--- config.mk ---
export PLATFORM = sky130hd
export DESIGN_NAME = texture_pixel_format_decoder_top_flat
export DESIGN_NICKNAME = d
export VERILOG_FILES = /design/src/design/tpfd_pkg.sv /design/src/design/tpfd_word_if.sv /design/src/design/tpfd_pixel_if.sv /design/src/design/tpfd_color_decode.sv /design/src/design/texture_pixel_format_decoder_top.sv /design/src/flat_wrapper.sv
export SDC_FILE = /design/constraint.sdc
export NUM_CORES = 1
export LEC_CHECK = 0
export CAP_MARGIN = 20
export CORE_MARGIN = 1
export CORE_UTILIZATION = 35
export CTS_BUF_LIST = sky130_fd_sc_hd__clkbuf_4 sky130_fd_sc_hd__clkbuf_8 sky130_fd_sc_hd__clkbuf_16
export CTS_CLUSTER_SIZE = 16
export DETAILED_ROUTE_END_ITERATION = 10
export DONT_BUFFER_PORTS = 1
export GPL_TIMING_DRIVEN = 0
export PLACE_DENSITY_LB_ADDON = 0.3
export SYNTH_ARGS = -nofsm -noshare
export SYNTH_HDL_FRONTEND = slang
export SYNTH_SLANG_ARGS = --single-unit
export TNS_END_PERCENT = 50
--- constraint.sdc ---
create_clock -name clk -period 6.05 [get_ports clk]
set_input_delay 0.3025 -clock clk [delete_from_list [all_inputs] [get_ports clk]]
set_output_delay 0.3025 -clock clk [all_outputs]
set_load 0.05 [all_outputs]
--- src/design/tpfd_pkg.sv ---
// ----------------------------------------------------------------------------
// Texture pixel format decoder package
// Shared widths, format codes, register indexes and the decoded-pixel type.
// ----------------------------------------------------------------------------
package tpfd_pkg;

	// Image size limits and field widths.
	localparam int MAX_DIM  = 4096;
	localparam int DIM_W    = 13;
	localparam int COORD_W  = 12;
	localparam int MODE_W   = 3;
	localparam int REG_IDX_W = 2;
	localparam int WORD_W   = 64;
	localparam int RGBA_W   = 32;

	// Format mode codes.
	localparam logic [MODE_W-1:0] MODE_RGBA16    = 3'd0;
	localparam logic [MODE_W-1:0] MODE_R11G11B10 = 3'd1;
	localparam logic [MODE_W-1:0] MODE_RGBA8     = 3'd2;
	localparam logic [MODE_W-1:0] MODE_BGRA8     = 3'd3;
	localparam logic [MODE_W-1:0] MODE_BC1       = 3'd4;

	// Configuration register indexes.
	localparam logic [REG_IDX_W-1:0] REG_FORMAT_MODE  = 2'd0;
	localparam logic [REG_IDX_W-1:0] REG_IMAGE_WIDTH  = 2'd1;
	localparam logic [REG_IDX_W-1:0] REG_IMAGE_HEIGHT = 2'd2;

	// Color and status of one decoded pixel.
	typedef struct packed {
		logic [RGBA_W-1:0] rgba;
		logic              err;
	} pix_color_t;

endpackage

--- src/design/tpfd_word_if.sv ---
// ----------------------------------------------------------------------------
// Source word channel
// Valid/ready channel that carries one source word per beat.
// ----------------------------------------------------------------------------
interface tpfd_word_if;
	logic        valid;
	logic        ready;
	logic [63:0] source_word;

	modport source (output valid, output source_word, input ready);
	modport sink (input valid, input source_word, output ready);
endinterface

--- src/design/tpfd_pixel_if.sv ---
// ----------------------------------------------------------------------------
// Pixel channel
// Valid/ready channel that carries one RGBA8 pixel with coordinates per beat.
// ----------------------------------------------------------------------------
interface tpfd_pixel_if;
	logic        valid;
	logic        ready;
	logic [31:0] pixel_rgba;
	logic [11:0] pixel_x;
	logic [11:0] pixel_y;
	logic        last_of_run;
	logic        format_error;

	modport source (output valid, output pixel_rgba, output pixel_x, output pixel_y,
		output last_of_run, output format_error, input ready);
	modport sink (input valid, input pixel_rgba, input pixel_x, input pixel_y,
		input last_of_run, input format_error, output ready);
endinterface

--- src/design/tpfd_color_decode.sv ---
// ----------------------------------------------------------------------------
// Pixel color decode
// Turns a held source word into the RGBA8 color of one pixel: the single
// pixel of a linear format, or pixel blk_idx of a BC1 block.
// ----------------------------------------------------------------------------
module tpfd_color_decode
	import tpfd_pkg::*;
(
	input  logic [WORD_W-1:0] word,
	input  logic [MODE_W-1:0] mode,
	input  logic [3:0]        blk_idx,
	output pix_color_t        color
);

	logic [15:0] c0;
	logic [15:0] c1;
	logic [31:0] idx_bits;
	logic [1:0]  sel;
	logic        four_color;
	logic [7:0]  p0 [3];
	logic [7:0]  p1 [3];
	logic [7:0]  p2 [3];
	logic [7:0]  p3 [3];
	logic [9:0]  sum_a [3];
	logic [9:0]  sum_b [3];
	logic [8:0]  sum_h [3];
	logic [19:0] prod_a [3];
	logic [19:0] prod_b [3];
	logic [31:0] pal [4];

	// Endpoint colors expanded from 5:6:5.
	assign c0 = word[15:0];
	assign c1 = word[31:16];
	assign idx_bits = word[63:32];
	assign four_color = (c0 > c1);

	always_comb begin
		p0[0] = {c0[15:11], 3'b000};
		p0[1] = {c0[10:5], 2'b00};
		p0[2] = {c0[4:0], 3'b000};
		p1[0] = {c1[15:11], 3'b000};
		p1[1] = {c1[10:5], 2'b00};
		p1[2] = {c1[4:0], 3'b000};
	end

	// Interpolated entries; thirds use a multiply by 683 and a shift by 11,
	// which is exact for sums below 2048.
	always_comb begin
		for (int ch = 0; ch < 3; ch++) begin
			sum_a[ch]  = {1'b0, p0[ch], 1'b0} + {2'b00, p1[ch]};
			sum_b[ch]  = {2'b00, p0[ch]} + {1'b0, p1[ch], 1'b0};
			sum_h[ch]  = {1'b0, p0[ch]} + {1'b0, p1[ch]};
			prod_a[ch] = {10'd0, sum_a[ch]} * 20'd683;
			prod_b[ch] = {10'd0, sum_b[ch]} * 20'd683;
			if (four_color) begin
				p2[ch] = prod_a[ch][18:11];
				p3[ch] = prod_b[ch][18:11];
			end else begin
				p2[ch] = sum_h[ch][8:1];
				p3[ch] = 8'd0;
			end
		end
	end

	// Palette packed as RGBA8; transparent black in three-color blocks.
	always_comb begin
		pal[0] = {8'hFF, p0[2], p0[1], p0[0]};
		pal[1] = {8'hFF, p1[2], p1[1], p1[0]};
		pal[2] = {8'hFF, p2[2], p2[1], p2[0]};
		pal[3] = {(four_color ? 8'hFF : 8'h00), p3[2], p3[1], p3[0]};
	end

	assign sel = idx_bits[{blk_idx, 1'b0} +: 2];

	// Format select.
	always_comb begin
		color.err = 1'b0;
		unique case (mode)
			MODE_RGBA16: begin
				color.rgba = {word[63:56], word[47:40], word[31:24], word[15:8]};
			end
			MODE_R11G11B10: begin
				color.rgba = {8'hFF, word[9:2], word[20:13], word[31:24]};
			end
			MODE_RGBA8: begin
				color.rgba = word[31:0];
			end
			MODE_BGRA8: begin
				color.rgba = {word[31:24], word[7:0], word[15:8], word[23:16]};
			end
			MODE_BC1: begin
				color.rgba = pal[sel];
			end
			default: begin
				color.rgba = '0;
				color.err  = 1'b1;
			end
		endcase
	end

endmodule

--- src/design/texture_pixel_format_decoder_top.sv ---
// ----------------------------------------------------------------------------
// Texture pixel format decoder
// Converts source words to RGBA8 pixels tagged with raster coordinates.
//
//   Port    Dir   Beat contents
//   src     sink  source_word (64 bits)
//   pix     src   pixel_rgba, pixel_x, pixel_y, last_of_run, format_error
//   wr_*    in    register write: wr_en, wr_index, wr_data (13 bits)
//
// A word passes an input register, the color decode and an output register.
// Linear formats and error results give one pixel per cycle while pix is
// ready; a BC1 block holds the input register for 16 pixels, one per cycle
// while pix is ready. arst_n clears the cursors and sets mode 0, size 4x4.
// A stalled pix channel holds the output register; src keeps accepting as
// long as the input register drains into the output register.
// ----------------------------------------------------------------------------
module texture_pixel_format_decoder_top
	import tpfd_pkg::*;
(
	input  logic                 clk,
	input  logic                 arst_n,
	input  logic                 wr_en,
	input  logic [REG_IDX_W-1:0] wr_index,
	input  logic [DIM_W-1:0]     wr_data,
	tpfd_word_if.sink            src,
	tpfd_pixel_if.source         pix
);

	logic [MODE_W-1:0]  mode_q;
	logic [DIM_W-1:0]   width_q;
	logic [DIM_W-1:0]   height_q;
	logic [WORD_W-1:0]  word_s1;
	logic               valid_s1;
	logic [3:0]         blk_idx_q;
	logic [COORD_W-1:0] cursor_col_q;
	logic [COORD_W-1:0] cursor_row_q;
	logic               out_valid_q;
	logic [RGBA_W-1:0]  rgba_q;
	logic [COORD_W-1:0] x_q;
	logic [COORD_W-1:0] y_q;
	logic               last_q;
	logic               err_q;

	pix_color_t         color;
	logic               is_bc1;
	logic               advance;
	logic               last_pix;
	logic [DIM_W-1:0]   w_c;
	logic [DIM_W-1:0]   h_c;
	logic [DIM_W-1:0]   wl;
	logic [DIM_W-1:0]   hl;
	logic [DIM_W-1:0]   lim_w;
	logic [DIM_W-1:0]   lim_h;
	logic [COORD_W-1:0] col_src;
	logic [COORD_W-1:0] row_src;
	logic [COORD_W-1:0] base_col;
	logic [COORD_W-1:0] base_row;
	logic [DIM_W-1:0]   step;
	logic [DIM_W-1:0]   next_col;
	logic [DIM_W-1:0]   next_row;
	logic [COORD_W-1:0] upd_col;
	logic [COORD_W-1:0] upd_row;
	logic [COORD_W-1:0] pix_x;
	logic [COORD_W-1:0] pix_y;

	// Configuration registers.
	always_ff @(posedge clk or negedge arst_n) begin
		if (!arst_n) begin
			mode_q   <= MODE_RGBA16;
			width_q  <= DIM_W'(4);
			height_q <= DIM_W'(4);
		end else if (wr_en) begin
			unique case (wr_index)
				REG_FORMAT_MODE:  mode_q   <= wr_data[MODE_W-1:0];
				REG_IMAGE_WIDTH:  width_q  <= wr_data;
				REG_IMAGE_HEIGHT: height_q <= wr_data;
				default: ;
			endcase
		end
	end

	tpfd_color_decode u_decode (
		.word    (word_s1),
		.mode    (mode_q),
		.blk_idx (blk_idx_q),
		.color   (color)
	);

	// Clamped sizes; BC1 uses at least four and whole blocks.
	always_comb begin
		if (width_q == '0)                      w_c = DIM_W'(1);
		else if (width_q > DIM_W'(MAX_DIM))     w_c = DIM_W'(MAX_DIM);
		else                                    w_c = width_q;
		if (height_q == '0)                     h_c = DIM_W'(1);
		else if (height_q > DIM_W'(MAX_DIM))    h_c = DIM_W'(MAX_DIM);
		else                                    h_c = height_q;
		wl = (w_c < DIM_W'(4)) ? DIM_W'(4) : {w_c[DIM_W-1:2], 2'b00};
		hl = (h_c < DIM_W'(4)) ? DIM_W'(4) : {h_c[DIM_W-1:2], 2'b00};
	end

	assign is_bc1 = (mode_q == MODE_BC1);

	// Cursor normalization and advance.
	always_comb begin
		lim_w   = is_bc1 ? wl : w_c;
		lim_h   = is_bc1 ? hl : h_c;
		step    = is_bc1 ? DIM_W'(4) : DIM_W'(1);
		col_src = is_bc1 ? {cursor_col_q[COORD_W-1:2], 2'b00} : cursor_col_q;
		row_src = is_bc1 ? {cursor_row_q[COORD_W-1:2], 2'b00} : cursor_row_q;
		base_col = ({1'b0, col_src} >= lim_w) ? '0 : col_src;
		base_row = ({1'b0, row_src} >= lim_h) ? '0 : row_src;
		next_col = {1'b0, base_col} + step;
		next_row = {1'b0, base_row} + step;
		if (next_col >= lim_w) begin
			upd_col = '0;
			upd_row = (next_row >= lim_h) ? '0 : next_row[COORD_W-1:0];
		end else begin
			upd_col = next_col[COORD_W-1:0];
			upd_row = base_row;
		end
	end

	// Pixel coordinates; error results carry zero.
	always_comb begin
		if (color.err) begin
			pix_x = '0;
			pix_y = '0;
		end else if (is_bc1) begin
			pix_x = base_col + COORD_W'(blk_idx_q[1:0]);
			pix_y = base_row + COORD_W'(blk_idx_q[3:2]);
		end else begin
			pix_x = base_col;
			pix_y = base_row;
		end
	end

	assign last_pix = !is_bc1 || (blk_idx_q == 4'd15);
	assign advance  = valid_s1 && (!out_valid_q || pix.ready);
	assign src.ready = !valid_s1 || (advance && last_pix);

	// Input register and block pixel counter.
	always_ff @(posedge clk or negedge arst_n) begin
		if (!arst_n) begin
			valid_s1  <= 1'b0;
			blk_idx_q <= '0;
		end else begin
			if (advance) begin
				blk_idx_q <= last_pix ? 4'd0 : blk_idx_q + 4'd1;
			end
			if (src.ready) begin
				valid_s1 <= src.valid;
			end
		end
	end

	always_ff @(posedge clk) begin
		if (src.ready && src.valid) begin
			word_s1 <= src.source_word;
		end
	end

	// Cursors move once per finished item, never on an error result.
	always_ff @(posedge clk or negedge arst_n) begin
		if (!arst_n) begin
			cursor_col_q <= '0;
			cursor_row_q <= '0;
		end else if (advance && last_pix && !color.err) begin
			cursor_col_q <= upd_col;
			cursor_row_q <= upd_row;
		end
	end

	// Output register.
	always_ff @(posedge clk or negedge arst_n) begin
		if (!arst_n) begin
			out_valid_q <= 1'b0;
		end else if (advance) begin
			out_valid_q <= 1'b1;
		end else if (pix.ready) begin
			out_valid_q <= 1'b0;
		end
	end

	always_ff @(posedge clk) begin
		if (advance) begin
			rgba_q <= color.rgba;
			x_q    <= pix_x;
			y_q    <= pix_y;
			last_q <= last_pix;
			err_q  <= color.err;
		end
	end

	assign pix.valid        = out_valid_q;
	assign pix.pixel_rgba   = rgba_q;
	assign pix.pixel_x      = x_q;
	assign pix.pixel_y      = y_q;
	assign pix.last_of_run  = last_q;
	assign pix.format_error = err_q;

endmodule
--- src/flat_wrapper.sv ---
// flat-port wrapper written by rule: the top's interface ports become plain ports
module texture_pixel_format_decoder_top_flat import tpfd_pkg::*;
  (clk, arst_n, wr_en, wr_index, wr_data, src_valid, src_source_word, src_ready, pix_valid, pix_pixel_rgba, pix_pixel_x, pix_pixel_y, pix_last_of_run, pix_format_error, pix_ready);
  tpfd_word_if src_i ();
  tpfd_pixel_if pix_i ();
  input  logic clk;
  input  logic arst_n;
  input  logic wr_en;
  input  logic [REG_IDX_W-1:0] wr_index;
  input  logic [DIM_W-1:0] wr_data;
  input wire logic [$bits(src_i.valid)-1:0] src_valid;
  input wire logic [$bits(src_i.source_word)-1:0] src_source_word;
  output wire logic [$bits(src_i.ready)-1:0] src_ready;
  output wire logic [$bits(pix_i.valid)-1:0] pix_valid;
  output wire logic [$bits(pix_i.pixel_rgba)-1:0] pix_pixel_rgba;
  output wire logic [$bits(pix_i.pixel_x)-1:0] pix_pixel_x;
  output wire logic [$bits(pix_i.pixel_y)-1:0] pix_pixel_y;
  output wire logic [$bits(pix_i.last_of_run)-1:0] pix_last_of_run;
  output wire logic [$bits(pix_i.format_error)-1:0] pix_format_error;
  input wire logic [$bits(pix_i.ready)-1:0] pix_ready;
  assign src_i.valid = src_valid;
  assign src_i.source_word = src_source_word;
  assign src_ready = src_i.ready;
  assign pix_valid = pix_i.valid;
  assign pix_pixel_rgba = pix_i.pixel_rgba;
  assign pix_pixel_x = pix_i.pixel_x;
  assign pix_pixel_y = pix_i.pixel_y;
  assign pix_last_of_run = pix_i.last_of_run;
  assign pix_format_error = pix_i.format_error;
  assign pix_i.ready = pix_ready;
  texture_pixel_format_decoder_top u_core (.clk(clk), .arst_n(arst_n), .wr_en(wr_en), .wr_index(wr_index), .wr_data(wr_data), .src(src_i), .pix(pix_i));
endmodule
==> results.sh <==
export IMPL_routedWlPerCell_um=20.39
export IMPL_route_detailed_vias_per_inst=5.478
export IMPL_worst_setup_path_type="reg2reg"
export IMPL_setup_viol=0
export IMPL_nets=2698
export IMPL_yosys_top_cell_area_share=0.2696
export IMPL_grt_antenna_before_repair=1
export IMPL_global_route_usage_total=0.2068
export IMPL_worst_setup_path_start_kind="flop"
export IMPL_setup_slack_ns=0.07370
export IMPL_drtAntennaViolNets=0
export IMPL_post_synth_cell_area_avg_um2=10.19
export IMPL_dpl_hpwl_um=43060
export IMPL_drt_first_iter_violations=861
export IMPL_die_area_mm2=0.05624
export IMPL_slew_headroom=0.3453
export IMPL_path_clk_slew_ns=0.08
export IMPL_asyncSetResetFlopFracSynth=0.3260
export IMPL_most_frequent_cells_in_the_layout="sky130_fd_sc_hd__ha_1 (391), sky130_fd_sc_hd__inv_1 (188), sky130_fd_sc_hd__edfxtp_1 (122)"
export IMPL_core_area_mm2=0.05424
export IMPL_yosys_warnings=0
export IMPL_layout_cells_most_common="sky130_fd_sc_hd__ha_1"
export IMPL_critPathRequiredTime_ns=6.29
export IMPL_grt_max_usage_layer="met2"
export IMPL_static_leakage_power_nw=10.94
export IMPL_netlist_instances=1900
export IMPL_route_detailed_drc=0
export IMPL_globalplace_congestion=0.9397
export IMPL_dr_pass1_iters=8
export IMPL_dominantRegCellSynth="sky130_fd_sc_hd__edfxtp_1"
export IMPL_cts_root_buf="sky130_fd_sc_hd__clkbuf_16"
export IMPL_floorplan_io_pins=144
export IMPL_max_cap_violations=0
export IMPL_critPathCaptureType="flop"
export IMPL_ys_types=67
export IMPL_groute_layer_met2_usage=0.3429
export IMPL_die_height_um=237.2
export IMPL_met3_usage=0.04343
export IMPL_grt_first_pass_wirelength_um=89310
export IMPL_initial_utilization=0.3568
export IMPL_layout_drive_gt1_share=0.2045
export IMPL_tightest_slew_ns=0.9821
export IMPL_synth_top_area_cell="sky130_fd_sc_hd__ha_1"
export IMPL_dp_slack_ns=-2.706
export IMPL_worst_endpoint_arrival_ns=6.21
export IMPL_mappedNetlistNets=2474
export IMPL_insertion_delay_ns=0.50
export IMPL_crit_path_max_fanout=4
export IMPL_status="finished, final reports clean"
export IMPL_fmax_mhz=167.3
export IMPL_grt_overflow_total=0
export IMPL_finalWorstPathRequiredPeriod_ns=5.976
export IMPL_yosys_register_bits=181
export IMPL_io_buffer_count=0
export IMPL_grt_start_max_net_pins=62
export IMPL_grt_pass1_vias=16081
export IMPL_num_vias=15524
export IMPL_syn2layout_area_growth_pct=23.84
export IMPL_cts_tree="done"
export IMPL_die_width_um=237.2
export IMPL_num_cts_buffers=17
export IMPL_yosys_top_cells_area="sky130_fd_sc_hd__ha_1 (27%), sky130_fd_sc_hd__edfxtp_1 (19%), sky130_fd_sc_hd__fa_1 (7.6%)"
export IMPL_timing_final_crit_share=0.9878
export IMPL_syn_cell_area_mm2=0.01935
export IMPL_tritoncts_num_sinks=181
export IMPL_cts_root_to_sink_buffers=2
export IMPL_placement_rows=85
export IMPL_ir_worst_vdd_mv=0.3834
export IMPL_clock_skew_ns=0.01675
export IMPL_holdCritPathClass="in2reg"
export IMPL_grt_setup_unrepaired="true"
export IMPL_slew_viol_final=0
export IMPL_synth_seq_area_share=0.2657
export IMPL_number_of_endpoints_with_negative_hold_slack_in_the_final_report=0
export IMPL_power_density_mw_per_mm2=588.1
export IMPL_power_total_w=0.01410
export IMPL_grt_met1_usage=0.2650
export IMPL_cts_htree_levels=4
export IMPL_drt_total_wl_um=57780
export IMPL_synth_edf_count=122
-- stage by stage --
step	area, µm²	cells	setup TNS (ns)	hold WS (ns)	util
after floorplan	19380	1900	0	0.006909	-
final	23970	2834	0	0.1450	0.4419
after global routing	23970	2834	-0.6795	0.1186	0.4419
after global placement	20260	2596	-64.78	0.009859	0.3734
after CTS	22750	2775	-0.08284	0.1233	0.4195
after detailed placement	20300	2600	-69.43	0.01092	0.3743
-- per-layer routing --
layer	wire [µm]	vias to the layer above	share of wire
met1	24960	7621	0.43
met3	3829	101	0.066
met4	1800	0	0.031
met5	0	-	0
met2	27190	507	0.47
li1	-	7295	-
-- cell families after synthesis --
group,synth area share
AOI/OAI and AO/OA,0.1182
xor gates and xnor gates,0.06019
adders and majority gates,0.3451
buffers and inverters,0.04874
DFF,0.2657
muxes,0.06264
and+or+nand+nor,0.09942
-- where the power goes --
group | switching, W | total (W) | internal, W | leakage, nW
clock | 0.000572 | 0.00112 | 0.000549 | 0.274
combinational | 0.00602 | 0.0110 | 0.00494 | 8.74
sequential | 0.000443 | 0.00201 | 0.00157 | 1.92
total | 0.00703 | 0.0141 | 0.00706 | 10.9
-- worst max-delay path, stage by stage (launching register included) --
cell,delay (ns)
sky130_fd_sc_hd__edfxtp_1,0.51
sky130_fd_sc_hd__ha_2,0.26
sky130_fd_sc_hd__fa_2,0.36
sky130_fd_sc_hd__a21o_1,0.19
sky130_fd_sc_hd__a21oi_2,0.18
sky130_fd_sc_hd__buf_4,0.16
sky130_fd_sc_hd__xnor2_4,0.16
sky130_fd_sc_hd__ha_4,0.26
sky130_fd_sc_hd__ha_4,0.22
sky130_fd_sc_hd__ha_4,0.26
sky130_fd_sc_hd__inv_2,0.04
sky130_fd_sc_hd__fa_1,0.47
sky130_fd_sc_hd__fa_1,0.54
sky130_fd_sc_hd__inv_1,0.05
sky130_fd_sc_hd__ha_1,0.26
sky130_fd_sc_hd__o2111a_1,0.13
sky130_fd_sc_hd__a221o_1,0.38
sky130_fd_sc_hd__o2111ai_4,0.27
sky130_fd_sc_hd__a31oi_4,0.14
sky130_fd_sc_hd__a21oi_2,0.19
sky130_fd_sc_hd__xnor2_1,0.10
sky130_fd_sc_hd__a21oi_2,0.20
sky130_fd_sc_hd__o221ai_1,0.13
sky130_fd_sc_hd__a22o_1,0.27
-- cells in the mapped netlist (15+ instances only) --
cell type and n:
sky130_fd_sc_hd__o21ai_0 72, sky130_fd_sc_hd__nor4_1 15, sky130_fd_sc_hd__mux2i_1 30, sky130_fd_sc_hd__mux4_2 25
sky130_fd_sc_hd__xor2_1 56, sky130_fd_sc_hd__nor3_1 32, sky130_fd_sc_hd__ha_1 417, sky130_fd_sc_hd__nand2b_1 22
sky130_fd_sc_hd__nor2_1 117, sky130_fd_sc_hd__fa_1 73, sky130_fd_sc_hd__nor2b_1 17, sky130_fd_sc_hd__clkbuf_1 35
sky130_fd_sc_hd__nand3_1 31, sky130_fd_sc_hd__dfrtp_1 57, sky130_fd_sc_hd__a21o_1 37, sky130_fd_sc_hd__xnor2_1 77
sky130_fd_sc_hd__edfxtp_1 122, sky130_fd_sc_hd__mux2_2 31, sky130_fd_sc_hd__nand2_1 104, sky130_fd_sc_hd__inv_1 195
sky130_fd_sc_hd__a21oi_1 115
-- what timing repair did --
| item | CTS | global route |
|---|---|---|
| pin swaps | 49 | 121 |
| buffers inserted | 62 | 58 |
| resized for setup | 135 | 151 |
| hold buffers | 81 | 0 |
| gates cloned | 0 | 0 |
| setup endpoints to repair | 51 | 43 |
| hold endpoints to repair | 154 | 0 |
-- area by class of cell --
| class | count | area, µm² |
|---|---|---|
| inverters | 197 | 749.5 |
| repair buffers | 206 | 1800 |
| multi-input cells | 1472 | 14530 |
| clock buffers | 18 | 432.9 |
| well taps | 696 | 870.8 |
| plain buffers | 49 | 310.3 |
| flip-flops and latches | 181 | 5144 |
| diodes | 1 | 2.502 |
| clock inverters | 14 | 133.9 |
| fillers | 5083 | 30270 |
-- final timing paths --
path	cells past startpoint	to	start	slack, ns
setup / recovery	23	u_core.pix.pixel_rgba[14]	u_core.word_s1[5]	0.07
hold / removal	2	u_core.mode_q[2]	wr_index[1]	0.15
setup reg to reg	23	u_core.pix.pixel_rgba[14]	u_core.word_s1[5]	0.07
hold reg to reg	2	u_core.cursor_row_q[1]	u_core.cursor_row_q[1]	0.47
max in group asynchronous	2	u_core.height_q[2]	arst_n	5.40
min in group asynchronous	2	u_core.cursor_col_q[10]	arst_n	0.35
-- flip-flops by register name, summed over array words and instances, names as in the netlist --
name and cells:
u_core.blk_idx_q 4, u_core.cursor_col_q 12, u_core.cursor_row_q 12, u_core.height_q 13, u_core.mode_q 3, u_core.pix.format_error 1
u_core.pix.last_of_run 1, u_core.pix.pixel_rgba 32, u_core.pix.pixel_x 12, u_core.pix.pixel_y 12, u_core.pix.valid 1, u_core.valid_s1 1
u_core.width_q 13, u_core.word_s1 64
No activity file was read; power rests on OpenSTA's default activity.
